File: config.mk
export PLATFORM = sky130hd
export DESIGN_NAME = round_robin_task_scheduler
export DESIGN_NICKNAME = d
export VERILOG_FILES = /design/src/sv/rrts_pkg.sv /design/src/sv/rrts_ctrl.sv /design/src/sv/rrts_dpath.sv /design/src/sv/round_robin_task_scheduler.sv
export SDC_FILE = /design/constraint.sdc
export NUM_CORES = 1
export LEC_CHECK = 0
export BUFFER_PORTS_ARGS = -buffer_cell sky130_fd_sc_hd__buf_2
export CORE_UTILIZATION = 50
export CTS_CLUSTER_DIAMETER = 200
export DETAILED_ROUTE_END_ITERATION = 6
export PLACE_DENSITY = 0.73
export SYNTH_ARGS = -nofsm -noshare
export SYNTH_HDL_FRONTEND = slang
export SYNTH_HIERARCHICAL = 1
export SYNTH_SLANG_ARGS = --single-unit
File: constraint.sdc
create_clock -name clk -period 3.3 [get_ports clk]
set_input_delay 0.33 -clock clk [delete_from_list [all_inputs] [get_ports clk]]
set_output_delay 0.33 -clock clk [all_outputs]
set_load 0.02 [all_outputs]
File: src/sv/rrts_pkg.sv
`timescale 1ns / 1ps
package rrts_pkg;

	// queue geometry
	localparam int QUEUE_DEPTH = 16;
	localparam int IDX_W       = $clog2(QUEUE_DEPTH);
	localparam int FILL_W      = $clog2(QUEUE_DEPTH + 1);

	// field widths
	localparam int MODE_W   = 3;
	localparam int ID_W     = 16;
	localparam int SLICE_W  = 16;
	localparam int TICK_W   = 32;
	localparam int COUNT_W  = 5;
	localparam int STATUS_W = 2;
	localparam int DATA_W   = 32;
	localparam int ADDR_W   = 3;

	localparam logic [SLICE_W-1:0] SLICE_RESET = 16'd10;

	// command codes
	localparam logic [MODE_W-1:0] MODE_ADD    = 3'd0;
	localparam logic [MODE_W-1:0] MODE_REMOVE = 3'd1;
	localparam logic [MODE_W-1:0] MODE_TICK   = 3'd2;
	localparam logic [MODE_W-1:0] MODE_YIELD  = 3'd3;
	localparam logic [MODE_W-1:0] MODE_SCHED  = 3'd4;
	localparam logic [MODE_W-1:0] MODE_BLOCK  = 3'd5;

	// status codes
	localparam logic [STATUS_W-1:0] STATUS_OK        = 2'd0;
	localparam logic [STATUS_W-1:0] STATUS_FULL      = 2'd1;
	localparam logic [STATUS_W-1:0] STATUS_NOT_FOUND = 2'd2;

	// register index on the config port
	localparam logic REG_SLICE_LENGTH = 1'b0;

	typedef enum logic [2:0] {
		ST_IDLE,
		ST_EXEC,
		ST_POP,
		ST_CMP,
		ST_SH_RD,
		ST_SH_WR,
		ST_DONE
	} state_t;

	// queue read address select
	typedef enum logic [1:0] {
		RD_HEAD,
		RD_IDX,
		RD_IDX1
	} rd_sel_t;

	// controller to datapath
	typedef struct packed {
		logic    load;
		logic    rd_en;
		rd_sel_t rd_sel;
		logic    add;
		logic    full_err;
		logic    nf_err;
		logic    tick;
		logic    drop_run;
		logic    pop;
		logic    idx_inc;
		logic    shift_wr;
		logic    shrink;
	} dp_cmd_t;

	// datapath to controller
	typedef struct packed {
		logic [MODE_W-1:0] mode;
		logic              run_valid;
		logic              fill_zero;
		logic              full;
		logic              slice_le1;
		logic              match;
		logic              scan_end;
	} dp_stat_t;

	// (base + off) modulo the queue depth, off never above the depth
	function automatic logic [IDX_W-1:0] wrap_add(input logic [IDX_W-1:0] base,
			input logic [FILL_W-1:0] off);
		logic [FILL_W:0] sum;
		sum = (FILL_W + 1)'(base) + (FILL_W + 1)'(off);
		if (sum >= (FILL_W + 1)'(QUEUE_DEPTH)) begin
			sum = sum - (FILL_W + 1)'(QUEUE_DEPTH);
		end
		return sum[IDX_W-1:0];
	endfunction

endpackage

File: src/sv/rrts_ctrl.sv
`timescale 1ns / 1ps
module rrts_ctrl (
	input  logic              clk,
	input  logic              arst_n,
	input  logic              start,
	input  rrts_pkg::dp_stat_t stat,
	output logic              busy,
	output logic              done,
	output rrts_pkg::dp_cmd_t  cmd
);
	import rrts_pkg::*;

	state_t state_q, state_nxt;

	// a reschedule only does anything with a task waiting
	logic resched_go;

	always_comb begin
		unique case (stat.mode)
			MODE_TICK:  resched_go = stat.run_valid && stat.slice_le1 && !stat.fill_zero;
			MODE_YIELD: resched_go = stat.run_valid && !stat.fill_zero;
			MODE_SCHED,
			MODE_BLOCK: resched_go = !stat.fill_zero;
			default:    resched_go = 1'b0;
		endcase
	end

	// state register
	always_ff @(posedge clk or negedge arst_n) begin
		if (!arst_n) begin
			state_q <= ST_IDLE;
		end else begin
			state_q <= state_nxt;
		end
	end

	// next state
	always_comb begin
		state_nxt = state_q;
		unique case (state_q)
			ST_IDLE: begin
				if (start) state_nxt = ST_EXEC;
			end
			ST_EXEC: begin
				if (stat.mode == MODE_REMOVE) begin
					state_nxt = stat.fill_zero ? ST_DONE : ST_CMP;
				end else begin
					state_nxt = resched_go ? ST_POP : ST_DONE;
				end
			end
			ST_POP: state_nxt = ST_DONE;
			ST_CMP: begin
				if (stat.match) begin
					state_nxt = ST_SH_RD;
				end else if (stat.scan_end) begin
					state_nxt = ST_DONE;
				end else begin
					state_nxt = ST_CMP;
				end
			end
			ST_SH_RD: state_nxt = stat.scan_end ? ST_DONE : ST_SH_WR;
			ST_SH_WR: state_nxt = ST_SH_RD;
			ST_DONE:  state_nxt = ST_IDLE;
			default:  state_nxt = ST_IDLE;
		endcase
	end

	// outputs and datapath commands
	always_comb begin
		cmd    = '0;
		cmd.rd_sel = RD_HEAD;
		busy   = (state_q != ST_IDLE);
		done   = 1'b0;
		unique case (state_q)
			ST_IDLE: begin
				cmd.load = start;
			end
			ST_EXEC: begin
				unique case (stat.mode)
					MODE_ADD: begin
						cmd.add      = !stat.full;
						cmd.full_err = stat.full;
					end
					MODE_REMOVE: begin
						cmd.nf_err = stat.fill_zero;
						cmd.rd_en  = !stat.fill_zero;
						cmd.rd_sel = RD_IDX;
					end
					MODE_TICK: begin
						cmd.tick  = 1'b1;
						cmd.rd_en = resched_go;
					end
					MODE_BLOCK: begin
						cmd.drop_run = 1'b1;
						cmd.rd_en    = resched_go;
					end
					default: begin
						cmd.rd_en = resched_go;
					end
				endcase
			end
			ST_POP: begin
				cmd.pop = 1'b1;
			end
			ST_CMP: begin
				if (!stat.match) begin
					cmd.nf_err  = stat.scan_end;
					cmd.idx_inc = !stat.scan_end;
					cmd.rd_en   = !stat.scan_end;
					cmd.rd_sel  = RD_IDX1;
				end
			end
			ST_SH_RD: begin
				cmd.shrink = stat.scan_end;
				cmd.rd_en  = !stat.scan_end;
				cmd.rd_sel = RD_IDX1;
			end
			ST_SH_WR: begin
				cmd.shift_wr = 1'b1;
			end
			ST_DONE: begin
				done = 1'b1;
			end
			default: begin
				done = 1'b0;
			end
		endcase
	end

endmodule

File: src/sv/rrts_dpath.sv
`timescale 1ns / 1ps
module rrts_dpath (
	input  logic                            clk,
	input  logic                            arst_n,
	input  rrts_pkg::dp_cmd_t               cmd,
	input  logic [rrts_pkg::MODE_W-1:0]     mode,
	input  logic [rrts_pkg::ID_W-1:0]       task_id,
	input  logic [rrts_pkg::SLICE_W-1:0]    slice_length,
	output rrts_pkg::dp_stat_t              stat,
	output logic                            switched,
	output logic                            running_valid,
	output logic [rrts_pkg::ID_W-1:0]       running_id,
	output logic [rrts_pkg::COUNT_W-1:0]    ready_count,
	output logic [rrts_pkg::STATUS_W-1:0]   status,
	output logic [rrts_pkg::TICK_W-1:0]     tick_total
);
	import rrts_pkg::*;

	// ready queue storage, read data registered
	logic [ID_W-1:0] ready_mem [QUEUE_DEPTH];
	logic [ID_W-1:0] rd_data_q;

	logic [MODE_W-1:0]   mode_q;
	logic [ID_W-1:0]     task_id_q;
	logic [IDX_W-1:0]    head_q;
	logic [FILL_W-1:0]   fill_q;
	logic [IDX_W-1:0]    idx_q;
	logic                run_valid_q;
	logic [ID_W-1:0]     run_id_q;
	logic [SLICE_W-1:0]  slice_q;
	logic [TICK_W-1:0]   tick_q;
	logic                switched_q;
	logic [STATUS_W-1:0] status_q;

	logic [FILL_W-1:0] idx_ext;
	logic [FILL_W-1:0] idx_ext1;
	logic [IDX_W-1:0]  rd_addr;
	logic              wr_en;
	logic [IDX_W-1:0]  wr_addr;
	logic [ID_W-1:0]   wr_data;

	assign idx_ext  = FILL_W'(idx_q);
	assign idx_ext1 = idx_ext + FILL_W'(1);

	// read address
	always_comb begin
		unique case (cmd.rd_sel)
			RD_HEAD: rd_addr = head_q;
			RD_IDX:  rd_addr = wrap_add(head_q, idx_ext);
			RD_IDX1: rd_addr = wrap_add(head_q, idx_ext1);
			default: rd_addr = head_q;
		endcase
	end

	// write port: append, requeue of the preempted task, or shift down
	always_comb begin
		wr_en   = 1'b0;
		wr_addr = wrap_add(head_q, fill_q);
		wr_data = task_id_q;
		if (cmd.add) begin
			wr_en = 1'b1;
		end else if (cmd.pop && run_valid_q) begin
			wr_en   = 1'b1;
			wr_data = run_id_q;
		end else if (cmd.shift_wr) begin
			wr_en   = 1'b1;
			wr_addr = wrap_add(head_q, idx_ext);
			wr_data = rd_data_q;
		end
	end

	always_ff @(posedge clk) begin
		if (wr_en) begin
			ready_mem[wr_addr] <= wr_data;
		end
		if (cmd.rd_en) begin
			rd_data_q <= ready_mem[rd_addr];
		end
	end

	// captured command beat
	always_ff @(posedge clk) begin
		if (cmd.load) begin
			mode_q    <= mode;
			task_id_q <= task_id;
		end
	end

	// scheduler state
	always_ff @(posedge clk or negedge arst_n) begin
		if (!arst_n) begin
			head_q      <= '0;
			fill_q      <= '0;
			idx_q       <= '0;
			run_valid_q <= 1'b0;
			run_id_q    <= '0;
			slice_q     <= '0;
			tick_q      <= '0;
			switched_q  <= 1'b0;
			status_q    <= STATUS_OK;
		end else begin
			if (cmd.load) begin
				idx_q      <= '0;
				switched_q <= 1'b0;
				status_q   <= STATUS_OK;
			end
			if (cmd.add) begin
				fill_q <= fill_q + FILL_W'(1);
			end
			if (cmd.full_err) begin
				status_q <= STATUS_FULL;
			end
			if (cmd.nf_err) begin
				status_q <= STATUS_NOT_FOUND;
			end
			if (cmd.tick) begin
				tick_q <= tick_q + TICK_W'(1);
				if (run_valid_q && slice_q != '0) begin
					slice_q <= slice_q - SLICE_W'(1);
				end
			end
			if (cmd.drop_run) begin
				run_valid_q <= 1'b0;
			end
			// pop the head; a running task goes back in at the tail
			if (cmd.pop) begin
				head_q      <= wrap_add(head_q, FILL_W'(1));
				run_valid_q <= 1'b1;
				run_id_q    <= rd_data_q;
				slice_q     <= slice_length;
				switched_q  <= 1'b1;
				if (!run_valid_q) begin
					fill_q <= fill_q - FILL_W'(1);
				end
			end
			if (cmd.idx_inc || cmd.shift_wr) begin
				idx_q <= idx_q + IDX_W'(1);
			end
			if (cmd.shrink) begin
				fill_q <= fill_q - FILL_W'(1);
			end
		end
	end

	// status to the controller
	assign stat.mode      = mode_q;
	assign stat.run_valid = run_valid_q;
	assign stat.fill_zero = (fill_q == '0);
	assign stat.full      = (fill_q >= FILL_W'(QUEUE_DEPTH));
	assign stat.slice_le1 = (slice_q <= SLICE_W'(1));
	assign stat.match     = (rd_data_q == task_id_q);
	assign stat.scan_end  = (idx_ext1 >= fill_q);

	// result beat
	assign switched      = switched_q;
	assign running_valid = run_valid_q;
	assign running_id    = run_valid_q ? run_id_q : '0;
	assign ready_count   = COUNT_W'(fill_q);
	assign status        = status_q;
	assign tick_total    = tick_q;

endmodule

File: src/sv/round_robin_task_scheduler.sv
`timescale 1ns / 1ps
// Channel   Handshake                        Beat
// command   start / busy                     mode, task_id
// result    done (one-cycle strobe)          switched, running_valid, running_id,
//                                            ready_count, status, tick_total
// config    psel, penable, pwrite, pready    paddr, pwdata, prdata (slice_length)
//
// A command that needs no queue search (add, tick, yield, schedule, block) runs
// from its start cycle through EXEC to DONE; a reschedule adds a POP state for
// the pop. Remove walks the queue through its single read port: it compares each
// entry in turn up to the hit, then shifts every later entry down with a read and
// a write, and ends in a closing SH_RD step that shrinks the queue; a miss compares all.
// arst_n clears all control state; queue entries are undefined until written.
// Results are shown for one cycle with done; the receiver cannot stall.
module round_robin_task_scheduler (
	input  logic                            clk,
	input  logic                            arst_n,
	input  logic                            start,
	output logic                            busy,
	input  logic [rrts_pkg::MODE_W-1:0]     mode,
	input  logic [rrts_pkg::ID_W-1:0]       task_id,
	output logic                            done,
	output logic                            switched,
	output logic                            running_valid,
	output logic [rrts_pkg::ID_W-1:0]       running_id,
	output logic [rrts_pkg::COUNT_W-1:0]    ready_count,
	output logic [rrts_pkg::STATUS_W-1:0]   status,
	output logic [rrts_pkg::TICK_W-1:0]     tick_total,
	input  logic                            psel,
	input  logic                            penable,
	input  logic                            pwrite,
	input  logic [rrts_pkg::ADDR_W-1:0]     paddr,
	input  logic [rrts_pkg::DATA_W-1:0]     pwdata,
	output logic [rrts_pkg::DATA_W-1:0]     prdata,
	output logic                            pready
);
	import rrts_pkg::*;

	dp_cmd_t           cmd;
	dp_stat_t          stat;
	logic [SLICE_W-1:0] slice_length_q;
	logic              cfg_wr;

	// config register
	assign pready = 1'b1;
	assign cfg_wr = psel && penable && pwrite && pready;

	always_ff @(posedge clk or negedge arst_n) begin
		if (!arst_n) begin
			slice_length_q <= SLICE_RESET;
		end else if (cfg_wr && paddr[2] == REG_SLICE_LENGTH) begin
			slice_length_q <= pwdata[SLICE_W-1:0];
		end
	end

	assign prdata = (paddr[2] == REG_SLICE_LENGTH) ? DATA_W'(slice_length_q) : '0;

	rrts_ctrl u_ctrl (
		.clk    (clk),
		.arst_n (arst_n),
		.start  (start),
		.stat   (stat),
		.busy   (busy),
		.done   (done),
		.cmd    (cmd)
	);

	rrts_dpath u_dpath (
		.clk           (clk),
		.arst_n        (arst_n),
		.cmd           (cmd),
		.mode          (mode),
		.task_id       (task_id),
		.slice_length  (slice_length_q),
		.stat          (stat),
		.switched      (switched),
		.running_valid (running_valid),
		.running_id    (running_id),
		.ready_count   (ready_count),
		.status        (status),
		.tick_total    (tick_total)
	);

endmodule
==> impl_metrics.env, run 1 <==
export IMPL_drt_pass1_iterations=7
export IMPL_syn_inst=1346
export IMPL_clock_skew_ps=27.54
export IMPL_initial_core_util_pct=51.15
export IMPL_grt_antenna_before_repair=0
export IMPL_stdcell_count=2043
export IMPL_grt_pass1_wl_microns=65230
export IMPL_wl_per_cell_microns=22.90
export IMPL_slew_violations=0
export IMPL_place_congestion=0.8471
export IMPL_p_leak_nw=8.415
export IMPL_seqCellArea_sq_mm=0.01124
export IMPL_cp_start_kind="flop"
export IMPL_finalSetupTns_ps=-2174
export IMPL_hpwl_microns=24970
export IMPL_r2r_slack_ps=-240
export IMPL_max_freq_mhz=282.8
export IMPL_num_rows=67
export IMPL_critPathKind="flop to flop"
export IMPL_wirelength_microns=46780
export IMPL_p_int_mw=15.48
export IMPL_ys_seq_elements=391
export IMPL_ff2ff_path_depth=17
export IMPL_yosys_warnings=6
export IMPL_dr_total_vias=12210
export IMPL_endpoint_kind="flop"
export IMPL_p_per_area_mw_per_mm2=1225
export IMPL_cts_made_buffers=40
export IMPL_coreArea_sq_mm=0.03370
export IMPL_worstSkewPairLatency_ps=540
export IMPL_worst_slew_pin_slew_ps=1102
export IMPL_cts_buffer_depth=3
export IMPL_cp_data_arrival_time_ps=3810
export IMPL_r2r_end="u_dpath/rd_data_q[4]"
export IMPL_clock_sinks=391
export IMPL_power_frac_comb_pct=53.8
export IMPL_grt_max_degree=61
export IMPL_overflow=0
export IMPL_grt_pass1_vias=11570
export IMPL_multiInputGateArea_sq_mm=0.006086
export IMPL_p_seq_share_pct=29.9
export IMPL_p_sw_share_pct=41.23
export IMPL_layout_nets=1656
export IMPL_hold_path_class="input port to flop"
export IMPL_dieArea_sq_mm=0.03522
export IMPL_ios=152
export IMPL_area_growth_pct=24.70
export IMPL_clkTransAtPathRegs_ps=60
export IMPL_antenna_left=0
export IMPL_num_antenna_cells=0
export IMPL_outcome="finished, violations left"
export IMPL_required_ps=3570
export IMPL_vias_per_cell=5.977
export IMPL_violations="negative setup slack"
export IMPL_whs_endpoint="u_dpath/task_id_q[11]"
export IMPL_fin_crit_ps=3536
export IMPL_syn_area_sq_mm=0.01724
export IMPL_grt_setup_unrepaired="yes"
export IMPL_hp_start="task_id[11]"
export IMPL_postSynthAreaPerCell_sq_um=12.81
export IMPL_setup_slack_ps=-236.3
export IMPL_holdPathStages=1
export IMPL_p_sw_mw=10.86
export IMPL_setup_viol_count_final=16
export IMPL_ir_drop_v=0.0007320
export IMPL_cts_root_buf="clkbuf_16"
export IMPL_grt_usage_pct=24.13
export IMPL_fillers=2382
export IMPL_die_height_microns=187.7
export IMPL_utilization_pct=63.79
export IMPL_drc=0
export IMPL_drt_iter0_markers=1252
export IMPL_slew_headroom_pct=26.24
export IMPL_finalCritPeriodShare_pct=107.2
export IMPL_synth_seq_area_share_pct=65.22
export IMPL_timing_critical_path_fanout_max=8
export IMPL_cts_tree="yes"
export IMPL_drive_gt1_share_pct=27.90
export IMPL_synth_edf_count=291
export IMPL_portBuffers=116
export IMPL_die_width_microns=187.7
export IMPL_r2r_start="u_dpath/rd_data_q[8]"
export IMPL_synth_distinct_cells=67
export IMPL_h_tree_depth=2
export IMPL_dpl_cell_count=1927
export IMPL_ys_flop_type="edfxtp_1"
export IMPL_max_cap_violations=0
export IMPL_clockPowerShare_pct=16.3
export IMPL_synthArstFlopShare_pct=25.58
export IMPL_hold_viol_final=0
synth_stat cells (19+ instances only):
cell type    n  area, sq um
a21oi_1    156        780.8
a22oi_1     48        360.4
buf_4       19        142.6
clkbuf_1    51        191.4
dfrtp_1     98         2452
edfxtp_1   291         8738
ha_1        27        337.8
inv_1       29        108.9
mux2_2      29        326.6
mux2i_1     35        350.3
nand2_1    165        619.3
nand3_1     24        120.1
nor2_1      69        259.0
o21ai_0     22        110.1
xnor2_1     57        499.2
xor2_1      20        175.2
layout by cell type, fill, tap and decap left out, types with 15 or more instances in the layout:
| cell | count |
|---|---|
| conb_1 | 17 |
| nand3_1 | 24 |
| xor2_1 | 19 |
| nor2_1 | 52 |
| buf_12 | 35 |
| nand2_1 | 158 |
| dfrtp_1 | 98 |
| dlygate4sd3_1 | 18 |
| inv_1 | 28 |
| o22ai_1 | 15 |
| edfxtp_1 | 291 |
| clkbuf_16 | 49 |
| xnor2_1 | 52 |
| mux2_2 | 28 |
| ha_1 | 25 |
| buf_4 | 60 |
| mux2i_1 | 33 |
| a21oi_2 | 37 |
| nand4_1 | 16 |
| a21oi_1 | 115 |
| a22oi_1 | 34 |
| o21ai_0 | 20 |
| buf_2 | 115 |
| nor2_2 | 17 |
| and2_1 | 17 |
how the worst max path moves through the flow:
stage | depth (start not counted) | end | startpoint
6_report | 17 | u_dpath/rd_data_q[4] | u_dpath/rd_data_q[8]
2_1_floorplan | 6 | u_dpath/rd_data_q[0] | u_dpath/ready_count[1]
3_3_place_gp | 15 | u_dpath/rd_data_q[7] | u_dpath/rd_data_q[15]
3_5_place_dp | 15 | u_dpath/rd_data_q[7] | u_dpath/rd_data_q[15]
5_1_grt | 16 | u_dpath/rd_data_q[10] | u_dpath/rd_data_q[8]
4_1_cts | 15 | u_dpath/rd_data_q[4] | u_dpath/rd_data_q[15]
kinds of logic after synthesis:
kind of cell    after synthesis  synth area share, %
flops                       391                65.22
simple gates                371                10.39
compound gates              287                10.05
buf+inv                     112                3.056
xor+xnor                     79                4.137
mux                          74                4.798
fa+ha+maj                    30                2.308
other cells                   2              0.04357
layer usage:
layer	vias to the layer above	global-route usage (%)	share of wire, %
li1	5345	-	-
met1	6007	31.19	38
met2	730	40.03	49
met3	130	4.380	9.7
met4	0	10.35	3.8
met5	-	0	0
per-stage QoR:
| stage | power (mW) | instance area, sq um | hold slack [ps] | setup WS (ps) |
|---|---|---|---|---|
| after floorplan | 14.72 | 17290 | 34.41 | 49.13 |
| after global placement | 18.42 | 19110 | 416.8 | -183.0 |
| after detailed placement | 18.77 | 19110 | 422.8 | -243.5 |
| after CTS | 23.77 | 20750 | 9.320 | -38.19 |
| after global routing | 27.46 | 21500 | -1.321 | -306.8 |
| final | 26.34 | 21500 | 17.06 | -236.3 |
flip-flops by register name, indices dropped and copies added, names as in the netlist:
register,count
u_dpath/task_id_q,16
slice_length_q,16
u_dpath/ready_mem,256
u_dpath/mode_q,3
u_dpath/status,2
u_dpath/running_valid,1
u_dpath/idx_q,4
u_dpath/run_id_q,16
u_dpath/head_q,4
u_ctrl/state_q,3
u_dpath/slice_q,16
u_dpath/ready_count,5
u_dpath/tick_total,32
u_dpath/rd_data_q,16
u_dpath/switched,1
final cells by class:
| type | instances | area share (%) |
|---|---|---|
| clock buffer | 52 | 4.959 |
| clock inverter | 19 | 0.7276 |
| inverter | 29 | 0.5064 |
| multi-input combinational | 859 | 28.31 |
| sequential | 391 | 52.31 |
| tap | 448 | 2.608 |
| timing repair buffer | 245 | 10.58 |
power groups by stage:
stage               logic [mW]  registers, mW  clock network, mW
floorplan                 6.94           7.78                  0
detailed placement        10.9           7.88                  0
global placement          10.6           7.83                  0
global route              15.0           7.94               4.52
CTS                       11.6           7.81               4.33
finish                    14.2           7.86               4.30
worst max-delay path, stage by stage (launching register included):
cell      delay [ps]
edfxtp_1         460
xnor2_1          280
nand4_1          200
nor4_2           300
buf_4            170
nand3b_1         140
o21ai_2          110
ha_4             250
buf_4            160
nand2b_4         120
o21ai_4           80
buf_12           160
buf_12           150
buf_8            150
nand2_1           70
a22oi_1           80
mux2i_1          260
mux2i_1          120
timing repair:
action	in CTS	in global routing
pin swaps	11	13
hold endpoints to repair	63	0
setup buffers	3	10
gates cloned	3	13
gates resized for setup	28	87
hold buffers	18	0
setup endpoints to repair	48	191
(Power assumes the default switching activity.)
==> inputs of run 2 (changes only) <==
--- a/config.mk
+++ b/config.mk
@@ -6,10 +6,12 @@
 export NUM_CORES = 1
 export LEC_CHECK = 0
 export BUFFER_PORTS_ARGS = -buffer_cell sky130_fd_sc_hd__buf_2
-export CORE_UTILIZATION = 50
+export CORE_UTILIZATION = 46
 export CTS_CLUSTER_DIAMETER = 200
+export CTS_CLUSTER_SIZE = 30
 export DETAILED_ROUTE_END_ITERATION = 6
-export PLACE_DENSITY = 0.73
+export PLACE_DENSITY = 0.69
+export RECOVER_POWER = 25
 export SYNTH_ARGS = -nofsm -noshare
 export SYNTH_HDL_FRONTEND = slang
 export SYNTH_HIERARCHICAL = 1
==> run 2 against run 1 <==
Effect of this change:
- the run ends with max-capacitance violations, max-slew violations, negative setup slack left
- routed wire length decreased by 5.5%
- design area shrank 1.4%
- combinational power up 6%
- clock-buffer cell count fell by 29
- sequential power decreased by 0.5%
- die area rose by 8.6%
- cell count increased by 0.73%
- non-clock buffer count increased by 42
- clock skew up 15 ps
- clock power down 42%
==> impl_metrics.env, run 2 (synthesized netlist as in run 1, its figures left out) <==
export IMPL_r2r_slack_ps=-100
export IMPL_antenna_left=0
export IMPL_p_leak_nw=7.991
export IMPL_finalSetupTns_ps=-624.9
export IMPL_final_cell_mix="edfxtp_1 (291), nand2_1 (153), a21oi_1 (112), dfrtp_1 (98), buf_4 (80)"
export IMPL_grt_antenna_before_repair=0
export IMPL_critPathKind="flop to flop"
export IMPL_worstSkewPairLatency_ps=540
export IMPL_crit_path_top_delay_cell="edfxtp_1"
export IMPL_violations="max-capacitance violations, max-slew violations, negative setup slack"
export IMPL_dieArea_sq_mm=0.03825
export IMPL_startpoint="u_dpath/rd_data_q[9]"
export IMPL_crit_path_cell_trace="xnor2_1, nand4_1, nor4_1, buf_4, nand3b_1, o21ai_2, inv_1, ha_4, mux2_4, o21a_4, buf_12, a21oi_1, a221oi_2, a21oi_1, mux2i_2"
export IMPL_critPathTopFamily="compound AO/OA/AOI/OAI gates"
export IMPL_worst_slew_pin_slew_ps=2103
export IMPL_endpoint="u_dpath/rd_data_q[11]"
export IMPL_vias_per_cell=5.748
export IMPL_ios=152
export IMPL_cts_tree="yes"
export IMPL_p_sw_mw=10.59
export IMPL_die_height_microns=195.6
export IMPL_cts_buffer_depth=3
export IMPL_setup_slack_ps=-96.52
export IMPL_wirelength_microns=44200
export IMPL_p_sw_share_pct=41.66
export IMPL_place_area_sq_mm=0.01937
export IMPL_drt_iter0_markers=1013
export IMPL_ff2ff_path_depth=15
export IMPL_r2r_start="u_dpath/rd_data_q[9]"
export IMPL_num_antenna_cells=0
export IMPL_r2r_end="u_dpath/rd_data_q[11]"
export IMPL_endpoint_kind="flop"
export IMPL_drc=0
export IMPL_holdWs_ps=7.153
export IMPL_overflow=0
export IMPL_grt_usage_pct=22.89
export IMPL_p_int_mw=14.83
export IMPL_h_tree_depth=1
export IMPL_fillers=2906
export IMPL_cp_num_cells=15
export IMPL_die_width_microns=195.6
export IMPL_num_rows=70
export IMPL_crit_path_frequent_cell="a21oi_1"
export IMPL_grt_max_degree=53
export IMPL_portBuffers=116
export IMPL_drive_gt1_share_pct=24.91
export IMPL_place_congestion=0.8551
export IMPL_p_per_area_mw_per_mm2=1200
export IMPL_ir_drop_v=0.0006797
export IMPL_timing_critical_path_fanout_max=16
export IMPL_max_freq_mhz=294.4
export IMPL_slew_violations=41
export IMPL_outcome="finished, violations left"
export IMPL_drt_pass1_iterations=5
export IMPL_hpwl_microns=26960
export IMPL_seqCellArea_sq_mm=0.01124
export IMPL_final_common_cell="edfxtp_1"
export IMPL_clock_sinks=391
export IMPL_setup_viol_count_final=14
export IMPL_grt_setup_unrepaired="yes"
export IMPL_path_buf_inv=3
export IMPL_slew_headroom_pct=-40.18
export IMPL_area_growth_pct=22.90
export IMPL_wl_per_cell_microns=21.48
export IMPL_multiInputGateArea_sq_mm=0.006157
export IMPL_fin_crit_ps=3397
export IMPL_coreArea_sq_mm=0.03679
export IMPL_cpPeakStageDelay_ps=530
export IMPL_p_seq_share_pct=30.8
export IMPL_dr_total_vias=11830
export IMPL_hold_path_class="input port to flop"
export IMPL_power_mw=25.42
export IMPL_largest_reg_flops=256
export IMPL_finalCritPeriodShare_pct=102.9
export IMPL_cts_made_buffers=17
export IMPL_cp_start_kind="flop"
export IMPL_clockPowerShare_pct=9.8
export IMPL_max_cap_violations=1
export IMPL_cp_data_arrival_time_ps=3750
export IMPL_cts_root_buf="clkbuf_16"
export IMPL_fin_area_sq_mm=0.02119
export IMPL_power_frac_comb_pct=59.5
export IMPL_clkTransAtPathRegs_ps=130
export IMPL_required_ps=3650
export IMPL_grt_pass1_wl_microns=67380
export IMPL_clock_skew_ps=42.07
export IMPL_hold_viol_final=0
export IMPL_utilization_pct=57.59
export IMPL_grt_pass1_vias=11560
export IMPL_layout_nets=1674
export IMPL_top_register="u_dpath/ready_mem"
export IMPL_initial_core_util_pct=46.86
run 2: cell count changes in the layout (fill, tap and decap cells not counted), moves of 9 or more:
cell,change
mux2_1,+9
buf_2,-60
buf_4,+20
mux2_4,-9
clkbuf_1,+58
clkbuf_16,-30
run 2: power by group through the flow:
stage | Clock, mW | Sequential (mW) | Combinational [mW]
detailed placement | 0 | 7.88 | 11.7
CTS | 2.53 | 7.79 | 14.1
finish | 2.48 | 7.82 | 15.1
global placement | 0 | 7.84 | 11.4
floorplan | 0 | 7.78 | 6.94
global route | 2.69 | 7.92 | 16.1
run 2: per-stage QoR:
step	worst slack [ps]	cells
CTS	-85.82	2052
global placement	-416.8	1974
finish	-96.52	2058
floorplan	49.13	1361
global route	-207.8	2058
detailed placement	-375.7	1974
run 2: layout make-up:
type                       count  area share, %
sequential                   391          53.07
multi-input combinational    858          29.06
timing repair buffer         287          12.29
tap                          468          2.764
clock buffer                  23          2.114
inverter                      29         0.5138
clock inverter                 2         0.1831
run 2: layer usage:
| layer | share of wire (%) | vias up | global-route usage, % |
|---|---|---|---|
| li1 | - | 5357 | - |
| met2 | 49 | 482 | 38.39 |
| met4 | 2.3 | 0 | 5.658 |
| met5 | 0 | - | 0 |
| met1 | 42 | 5928 | 31.55 |
| met3 | 7.5 | 63 | 3.074 |
run 2: worst min-delay path by stage:
stage | start | endpoint | slack (ps) | depth (start not counted)
after floorplan | arst_n | slice_length_q[0] | 30 | 0
after global placement | arst_n | slice_length_q[4] | 340 | 1
after detailed placement | arst_n | slice_length_q[4] | 330 | 1
after CTS | pwdata[2] | slice_length_q[2] | 0.2 | 2
after global routing | pwdata[9] | slice_length_q[9] | -10 | 2
final | pwdata[0] | slice_length_q[0] | 7 | 2
run 2: what timing repair did:
item	CTS	global route
pin swaps	18	28
setup buffers	21	5
gates cloned	9	2
endpoints found under the setup margin	16	393
hold buffers	23	1
resized for setup	83	74
hold endpoints to repair	59	1
